--- src/rtl/gpio_port_with_change_irq_top_defines.svh ---
// Assertion macros used by the RTL of the GPIO port top module.
`ifndef GPIO_PORT_WITH_CHANGE_IRQ_TOP_DEFINES_SVH
`define GPIO_PORT_WITH_CHANGE_IRQ_TOP_DEFINES_SVH

// Same-cycle implication, checked on every rising edge outside reset.
`define GPCI_ASSERT_NOW(label, ante, cons) \
  label: assert property (@(posedge clk_i) disable iff (!rst_ni) (ante) |-> (cons)) \
    else $error("gpio port: same-cycle check failed");

// Next-cycle implication, checked on every rising edge outside reset.
`define GPCI_ASSERT_NEXT(label, ante, cons) \
  label: assert property (@(posedge clk_i) disable iff (!rst_ni) (ante) |=> (cons)) \
    else $error("gpio port: next-cycle check failed");

`endif

--- src/rtl/gpci_pkg.sv ---
package gpci_pkg;

  // Pin count of the port and the width of the packed mode field.
  localparam int unsigned PinCount = 24;
  localparam int unsigned ModeW    = 2 * PinCount;

  // Bus function codes carried with each tick.
  typedef enum logic [1:0] {
    FUNC_IDLE  = 2'd0,
    FUNC_READ  = 2'd1,
    FUNC_WRITE = 2'd2
  } func_e;

  // Word offsets of the registers inside the window.
  localparam logic [29:0] RegOut    = 30'd0;
  localparam logic [29:0] RegModeLo = 30'd1;
  localparam logic [29:0] RegModeHi = 30'd2;

  // Configuration register indexes.
  localparam logic CfgBase   = 1'b0;
  localparam logic CfgWindow = 1'b1;

  // Pin modes.
  localparam logic [1:0] ModeIn    = 2'd0;
  localparam logic [1:0] ModeOut   = 2'd1;
  localparam logic [1:0] ModeInIrq = 2'd2;

  // One result item.
  typedef struct packed {
    logic                address_error;
    logic                irq;
    logic [PinCount-1:0] pads_out;
    logic [31:0]         read_word;
  } res_t;

  localparam int unsigned ResW = $bits(res_t);

endpackage

--- src/rtl/gpio_port_with_change_irq_top.sv ---
// GPIO port with pin-change interrupt.
// Each tick's result is registered in the output register, or in the skid entry under a stall.
// Throughput: one tick per cycle while s_tready_o is high; s_tready_o drops while the skid entry is full.
// All pin state is updated in the cycle of the transfer, so back-to-back ticks see each other.
// Reset (async, active low) clears latch, modes, pads, base 0 and window 16 bytes.
module gpio_port_with_change_irq_top (
  input  logic        clk_i,
  input  logic        rst_ni,
  // Configuration write port.
  input  logic        cfg_we_i,
  input  logic        cfg_index_i,
  input  logic [31:0] cfg_wdata_i,
  // Tick input: func[1:0], bus_address[33:2], write_word[65:34], pins_in[89:66].
  input  logic        s_tvalid_i,
  output logic        s_tready_o,
  input  logic [95:0] s_tdata_i,
  // Result: read_word[31:0], pads_out[55:32], irq[56], address_error[57].
  output logic        m_tvalid_o,
  input  logic        m_tready_i,
  output logic [63:0] m_tdata_o
);

  `include "gpio_port_with_change_irq_top_defines.svh"

  localparam int unsigned Pc = gpci_pkg::PinCount;

  // Configuration registers.
  logic [31:0] base_q;
  logic [12:0] window_q;

  // Port state.
  logic [31:0]    latch_q, latch_d;
  logic [31:0]    mode_lo_q, mode_lo_d;
  logic [15:0]    mode_hi_q, mode_hi_d;
  logic [Pc-1:0]  pad_q, pad_d;
  logic [Pc-1:0]  prev_q;

  // Output register and skid entry.
  logic             out_valid_q, skid_valid_q;
  gpci_pkg::res_t   out_q, skid_q, res_w;

  // Unpacked input fields.
  logic [1:0]    func_w;
  logic [31:0]   addr_w;
  logic [31:0]   wdata_w;
  logic [Pc-1:0] ext_w;

  logic                       acc_w;
  logic [gpci_pkg::ModeW-1:0] modes_old_w, modes_new_w;
  logic [Pc-1:0]              outs_w, ins_w, irqp_w, pad_pre_w;
  logic [31:0]                off_w;
  logic                       access_w, err_w;
  logic [29:0]                reg_w;

  assign func_w  = s_tdata_i[1:0];
  assign addr_w  = s_tdata_i[33:2];
  assign wdata_w = s_tdata_i[65:34];
  assign ext_w   = s_tdata_i[66 +: Pc];

  assign s_tready_o = ~skid_valid_q;
  assign acc_w      = s_tvalid_i & s_tready_o;

  // Configuration writes.
  always_ff @(posedge clk_i or negedge rst_ni) begin
    if (!rst_ni) begin
      base_q   <= '0;
      window_q <= 13'd16;
    end else if (cfg_we_i) begin
      case (cfg_index_i)
        gpci_pkg::CfgBase:   base_q   <= cfg_wdata_i;
        gpci_pkg::CfgWindow: window_q <= cfg_wdata_i[12:0];
        default: ;
      endcase
    end
  end

  // Per-pin mode decode before and after a possible mode write.
  assign modes_old_w = {mode_hi_q, mode_lo_q};
  assign modes_new_w = {mode_hi_d, mode_lo_d};

  always_comb begin
    for (int p = 0; p < Pc; p++) begin
      outs_w[p] = (modes_old_w[2*p +: 2] == gpci_pkg::ModeOut);
      ins_w[p]  = (modes_old_w[2*p +: 2] == gpci_pkg::ModeIn) ||
                  (modes_old_w[2*p +: 2] == gpci_pkg::ModeInIrq);
      irqp_w[p] = (modes_new_w[2*p +: 2] == gpci_pkg::ModeInIrq);
    end
  end

  // Non-output pins sample the external levels at the start of the tick.
  assign pad_pre_w = (pad_q & outs_w) | (ext_w & ~outs_w);

  // Window decode, without wrap.
  assign access_w = (func_w == gpci_pkg::FUNC_READ) || (func_w == gpci_pkg::FUNC_WRITE);
  assign off_w    = addr_w - base_q;
  assign err_w    = access_w && ((addr_w < base_q) || (off_w >= {19'd0, window_q}));
  assign reg_w    = off_w[31:2];

  // Register access and result of one tick.
  always_comb begin
    latch_d   = latch_q;
    mode_lo_d = mode_lo_q;
    mode_hi_d = mode_hi_q;
    pad_d     = pad_pre_w;
    res_w     = '0;
    if (access_w && !err_w) begin
      if (func_w == gpci_pkg::FUNC_WRITE) begin
        case (reg_w)
          gpci_pkg::RegOut: begin
            latch_d = wdata_w;
            pad_d   = (pad_pre_w & ~outs_w) | (wdata_w[Pc-1:0] & outs_w);
          end
          gpci_pkg::RegModeLo: mode_lo_d = wdata_w;
          gpci_pkg::RegModeHi: mode_hi_d = wdata_w[15:0];
          default: ;
        endcase
      end else begin
        case (reg_w)
          gpci_pkg::RegOut: begin
            res_w.read_word = (latch_q & ~{{(32-Pc){1'b0}}, ins_w}) |
                              {{(32-Pc){1'b0}}, pad_pre_w & ins_w};
          end
          gpci_pkg::RegModeLo: res_w.read_word = mode_lo_q;
          gpci_pkg::RegModeHi: res_w.read_word = {16'd0, mode_hi_q};
          default: ;
        endcase
      end
    end
    res_w.pads_out      = pad_d;
    res_w.irq           = |((pad_d ^ prev_q) & irqp_w);
    res_w.address_error = err_w;
  end

  // Port state is updated on every transferred tick.
  always_ff @(posedge clk_i or negedge rst_ni) begin
    if (!rst_ni) begin
      latch_q   <= '0;
      mode_lo_q <= '0;
      mode_hi_q <= '0;
      pad_q     <= '0;
      prev_q    <= '0;
    end else if (acc_w) begin
      latch_q   <= latch_d;
      mode_lo_q <= mode_lo_d;
      mode_hi_q <= mode_hi_d;
      pad_q     <= pad_d;
      prev_q    <= pad_d;
    end
  end

  // Output register with a skid entry behind it.
  always_ff @(posedge clk_i or negedge rst_ni) begin
    if (!rst_ni) begin
      out_valid_q  <= 1'b0;
      skid_valid_q <= 1'b0;
    end else if (!out_valid_q || m_tready_i) begin
      out_valid_q  <= skid_valid_q | acc_w;
      skid_valid_q <= 1'b0;
    end else if (acc_w) begin
      skid_valid_q <= 1'b1;
    end
  end

  always_ff @(posedge clk_i) begin
    if (!out_valid_q || m_tready_i) begin
      out_q <= skid_valid_q ? skid_q : res_w;
    end else if (acc_w) begin
      skid_q <= res_w;
    end
  end

  assign m_tvalid_o = out_valid_q;
  assign m_tdata_o  = {{(64-gpci_pkg::ResW){1'b0}}, out_q};

  // The skid entry is only filled behind a waiting result.
  `GPCI_ASSERT_NOW(a_skid_behind_out, skid_valid_q, out_valid_q)
  // An access outside the window leaves the latch and the mode registers untouched.
  `GPCI_ASSERT_NEXT(a_err_no_change, acc_w && err_w,
                    $stable(latch_q) && $stable(mode_lo_q) && $stable(mode_hi_q))
  // A tick without access never changes the latch or the modes.
  `GPCI_ASSERT_NEXT(a_idle_no_change, acc_w && !access_w,
                    $stable(latch_q) && $stable(mode_lo_q) && $stable(mode_hi_q))

endmodule
--- config.mk ---
export PLATFORM = sky130hd
export DESIGN_NAME = gpio_port_with_change_irq_top
export DESIGN_NICKNAME = d
export VERILOG_FILES = /design/src/rtl/gpci_pkg.sv /design/src/rtl/gpio_port_with_change_irq_top.sv
export VERILOG_INCLUDE_DIRS = /design/src /design/src/rtl
export SDC_FILE = /design/constraint.sdc
export NUM_CORES = 1
export LEC_CHECK = 0
export ABC_AREA = 1
export BUFFER_PORTS_ARGS = -buffer_cell sky130_fd_sc_hd__buf_2
export CAP_MARGIN = 40
export CELL_PAD_IN_SITES_DETAIL_PLACEMENT = 0
export CELL_PAD_IN_SITES_GLOBAL_PLACEMENT = 1
export CORE_UTILIZATION = 37
export DETAILED_ROUTE_END_ITERATION = 12
export PLACE_DENSITY = 0.8
export SYNTH_ARGS = -nofsm -noshare
export SYNTH_HDL_FRONTEND = slang
export SYNTH_SLANG_ARGS = --single-unit
--- constraint.sdc ---
create_clock -name clk_i -period 8.1 [get_ports clk_i]
set_input_delay 1.62 -clock clk_i [delete_from_list [all_inputs] [get_ports clk_i]]
set_output_delay 1.62 -clock clk_i [all_outputs]
set_load 0.05 [all_outputs]
# Word-level counts from Yosys, hierarchy flattened
# Index checks and enable logic that the tools add are counted.
# W data, S select, Z words.
# op_classes
addsub	1
n_lt_le_gt_ge	2
muxes	15
bitwise	18
n_eq_ne	76
n_reduce_logical	62
# op_table
op	n
$mux W32	5
$and A24 B24 Y24	6
$eq A2 B2 Y1 const B	49
$pmux W32 S3	1
$mux W24	3
$mux W58	1
$eq A2 B1 Y1 const B	25
$logic_not A2 Y1	24
$mux W16	3
$or A24 B24 Y24	2
$and A32 B32 Y32	1
$ge A32 B13 Y1	1
$lt A32 B32 Y1	1
$not A24 Y32	1
$or A32 B24 Y32	1
$sub A32 B32 Y32	1
$eq A30 B1 Y1 const B	1
$eq A30 B2 Y1 const B	1
$logic_not A30 Y1	1
$logic_or A1 B1 Y1	27
$not A24 Y24	1
$reduce_or A24 Y1	1
$xor A24 B24 Y24	1
$reduce_and A2 Y1	3
other kinds (8)	13
# word_totals
out_inout_bits	66
reg_bits	267

# Depth between registers and ports, before layout
# depth
word_depth	13
mapped_depth	37
mapped_depth_nobuf	37

# Worst setup path before layout
# OpenSTA, ideal clock, no wires.
# synth_timing
path_kind	in2reg
start	input port m_tready_i
end	register skid_q[0] in the netlist's numbering (enable)
setup_ps	474
stages	3
arrival_ps	5580
setup_slack_ps	2045
cell_sequence	inv_1 nand2_1 nor2_1
# synth_between
elab_chain_cells	3
# synth_rtl
item	line	text
start, declared	gpio_port_with_change_irq_top.sv:19	input logic m_tready_i,
$logic_or A1 B1 Y1	gpio_port_with_change_irq_top.sv:165	if (!out_valid_q || m_tready_i) begin
$not A1 Y1 (no source line)	n/a	
$reduce_and A2 Y1 (no source line)	n/a	
end signal, assigned	gpio_port_with_change_irq_top.sv:168	skid_q <= res_w;
end, declared	gpio_port_with_change_irq_top.sv:40	gpci_pkg::res_t out_q, skid_q, res_w;
# Every way passes these cells.
# A chain may end at the register's enable or synchronous reset.

==> qor.json <==
{
  "placed_design": {
    "port_buffers": 187,
    "pre_cts_ws_ps": 1227,
    "detailedPlacementHpwl_um": 37060,
    "place_area_um2": 17910,
    "gp_routability_congestion": 0.9053
  },
  "floorplanning": {
    "core.rowCount": 76,
    "die-width_um": 212.9,
    "floorplan.die.height_um": 212.9,
    "placeableCoreArea_um2": 43460,
    "area_of_the_die_um2": 45310,
    "top_level_ports": 200,
    "start_util": 0.3786
  },
  "clock_tree": {
    "h-tree-depth": 1,
    "cts_made_buffers": 31,
    "clkLatencyLatePin_ps": 590,
    "cts_max_path_buffers": 3,
    "postCtsSetupBuffers": 0,
    "cts-hold-fix-buffers": 0,
    "clk_sinks": 267,
    "cts_tree": "built",
    "worst_setup_hold_path_clk_slew_ps": 60,
    "postCtsResizedCells": 0,
    "clock-root-buffer": "clkbuf_16"
  },
  "logic_synthesis": {
    "synth.top_cells.by_count": "737 x nand2_1, 340 x inv_1, 271 x nor2_1, 161 x o21ai_0, 150 x dfrtp_1",
    "synth_top_area_frac": 0.2282,
    "synth_area_um2": 16450,
    "yosysWarnings": 0,
    "synth-seq-cells": 267,
    "post-synth-top-area-cell": "dfrtp_1",
    "ys_dominant_reg_cell": "dfrtp_1",
    "ys_types": 45,
    "synth.most_common_cell": "nand2_1",
    "synth.yosys.seq_area_share": 0.4415,
    "synth_area_per_cell_um2": 7.231,
    "synthTopCellsByArea": "dfrtp_1 23%, edfxtp_1 21%, nand2_1 17%",
    "syn_inst": 2275,
    "synth_edf_count": 116,
    "asyncSetResetFlopFracSynth": 0.5655
  },
  "critical_path": {
    "critPathRequiredTime_ps": 8440,
    "timing.critical_path.from_type": "input pin",
    "cpMaxStageDelayCell": "nand3_2",
    "critical_path.most_common_cell": "nand2_1",
    "timing.reg2reg.setup_slack_ps": 2470,
    "critical_path_start": "s_tdata_i[5]",
    "r2r-start": "base_q[3]",
    "crit_path_end_kind": "flip-flop",
    "crit_path_max_incr_delay_ps": 640,
    "cp_max_fanout": 24,
    "crit_arrival_ps": 6700,
    "criticalPathCategory": "input pin to flip-flop"
  },
  "final_layout": {
    "layout-drive-gt1-share": 0.1276,
    "area.growth.synth_to_final_pct": 15.29,
    "layout.nets": 2617,
    "finish.instance_area_um2": 18970
  },
  "sta": {
    "clock.fmax_mhz": 157.4,
    "setup-violations-final": 0,
    "worst_slew_margin_rel": 0.4244,
    "grt_setup_unrepaired": "false",
    "setup_ws_ps": 1748,
    "totalNegativeSetupSlack_ps": 0,
    "fin_worst_skew_ps": 26.19,
    "final-max-slew-violation-count": 0,
    "timing.final.crit_period_ps": 6352,
    "min_period_over_period": 0.7842,
    "tightest_slew_ps": 861.3,
    "hold_violations": 0
  },
  "drt": {
    "drtIter0Drc": 1123,
    "number_of_drc_violations_after_detailed_routing": 0,
    "postRouteAntennaNets": 0,
    "wirelength_routed_um": 50820,
    "drt-wirelength-per-cell_um": 16.68,
    "route.detailed.vias_per_inst": 4.941,
    "drtPass1Iterations": 5,
    "via_count": 15050
  },
  "pwr": {
    "leakagePower_nw": 9.507,
    "pwr_density_cell_nw_per_um2": 236.5,
    "vdd_drop_max_uv": 160.6
  },
  "grt": {
    "grt_pass1_vias": 14370,
    "grt_first_pass_wirelength_um": 78920,
    "global_route.overflow_total": 0,
    "antenna_found_initial": 7,
    "maximum_number_of_pins_on_one_net_before_global_route_repair": 79,
    "globalRouteTotalUtil": 0.2262
  },
  "min_path": {
    "hold_path_class": "flip-flop to flip-flop",
    "hp-start": "latch_q[6]"
  },
  "run_status": {
    "outcome": "completed"
  },
  "run": {
    "max_cap_violations": 0
  }
}
## worst paths after layout
path	end	depth (start not counted)
min in group asynchronous	base_q[18]	1
worst max-delay path	m_tdata_o[56]	31
worst min-delay path	latch_q[6]	2
worst min register to register	latch_q[6]	2
worst max register to register	m_tdata_o[56]	31
max in group asynchronous	mode_lo_q[31]	2
## worst max-delay path: cells and delay by family
family,cells,cell delay [ps]
AND/OR/NAND/NOR,23,3210
adder cells (fa/ha/maj),2,660
AO/OA/AOI/OAI,3,650
XOR/XNOR,1,290
buffers and inverters,2,220
## state kept, by name, summed over array words and instances, names as in the netlist
| register | count |
|---|---|
| skid_q | 58 |
| m_tvalid_o | 1 |
| base_q | 32 |
| mode_lo_q | 32 |
| latch_q | 32 |
| skid_valid_q | 1 |
| m_tdata_o | 58 |
| window_q | 13 |
| mode_hi_q | 16 |
| prev_q | 24 |
## report_power, final
part | internal [mW] | leakage, nW | total (mW) | switching [mW]
clock | 0.891 | 0.521 | 1.48 | 0.587
combinational | 0.388 | 5.96 | 1.31 | 0.918
sequential | 1.60 | 3.03 | 1.70 | 0.0959
## cell type report
type                       instances  area, µm²
tap                              585      732.0
timing repair buffer             205       1110
clock buffer                      38      802.0
sequential                       267       7263
antenna                            1      2.502
inverter                         346       1300
fill                            4542      24490
multi-input combinational       1585       7503
clock inverter                    20      252.7
## cell usage in the layout (no fill, tap or decap), types with 5 or more instances in the layout
cell | Yosys | routed
nand2_1 | 737 | 735
inv_1 | 340 | 339
nor2_1 | 271 | 270
buf_2 | 13 | 186
o21ai_0 | 161 | 161
dfrtp_1 | 150 | 150
edfxtp_1 | 116 | 116
nand3_1 | 89 | 89
a21oi_1 | 67 | 67
nand4_1 | 47 | 47
ha_1 | 46 | 46
a31oi_1 | 42 | 42
clkbuf_16 | 0 | 31
buf_4 | 14 | 16
nand2_2 | 12 | 14
nand3b_1 | 13 | 13
mux2_2 | 12 | 12
nand3_2 | 9 | 9
clkinv_2 | 0 | 9
xor2_1 | 8 | 8
nor3_1 | 8 | 8
a221oi_1 | 7 | 7
clkbuf_1 | 42 | 7
nor2_2 | 7 | 6
clkinv_1 | 2 | 6
conb_1 | 1 | 6
bufinv_16 | 0 | 6
and2_1 | 5 | 5
o21ai_2 | 5 | 5
o211ai_1 | 5 | 5
o21ai_1 | 5 | 5
## per-layer routing
metal / global-route usage / up-vias / part of all wire
met5: 0 / - / 0.0017
met4: 0.08137 / 12 / 0.033
met3: 0.03927 / 91 / 0.067
met2: 0.3723 / 478 / 0.46
met1: 0.2974 / 6915 / 0.44
li1: - / 7558 / -
## logic make-up (layout without fill, tap and decap cells)
group                    count (synthesis)  count (layout)  synth area share
AO/OA/AOI/OAI                          300             300           0.09918
XOR/XNOR                                12              12          0.006389
adder cells (fa/ha/maj)                 47              47           0.03620
buffers and inverters                  428             609            0.1046
flip-flops                             267             267            0.4415
multiplexers                            12              12          0.008214
other                                    1               7         0.0002280
AND/OR/NAND/NOR                       1208            1208            0.3037
## metrics by stage
stage          hold WS, ps  std cells  utilization  power, mW
2_1_floorplan        447.6       2280            -      2.650
3_3_place_gp         462.1       2987       0.4115      3.002
3_5_place_dp         469.0       2988       0.4121      3.026
4_1_cts              484.1       3046       0.4364      4.512
5_1_grt              508.9       3047       0.4364      4.752
6_report             480.5       3047       0.4364      4.485
(Power assumes the default switching activity.)
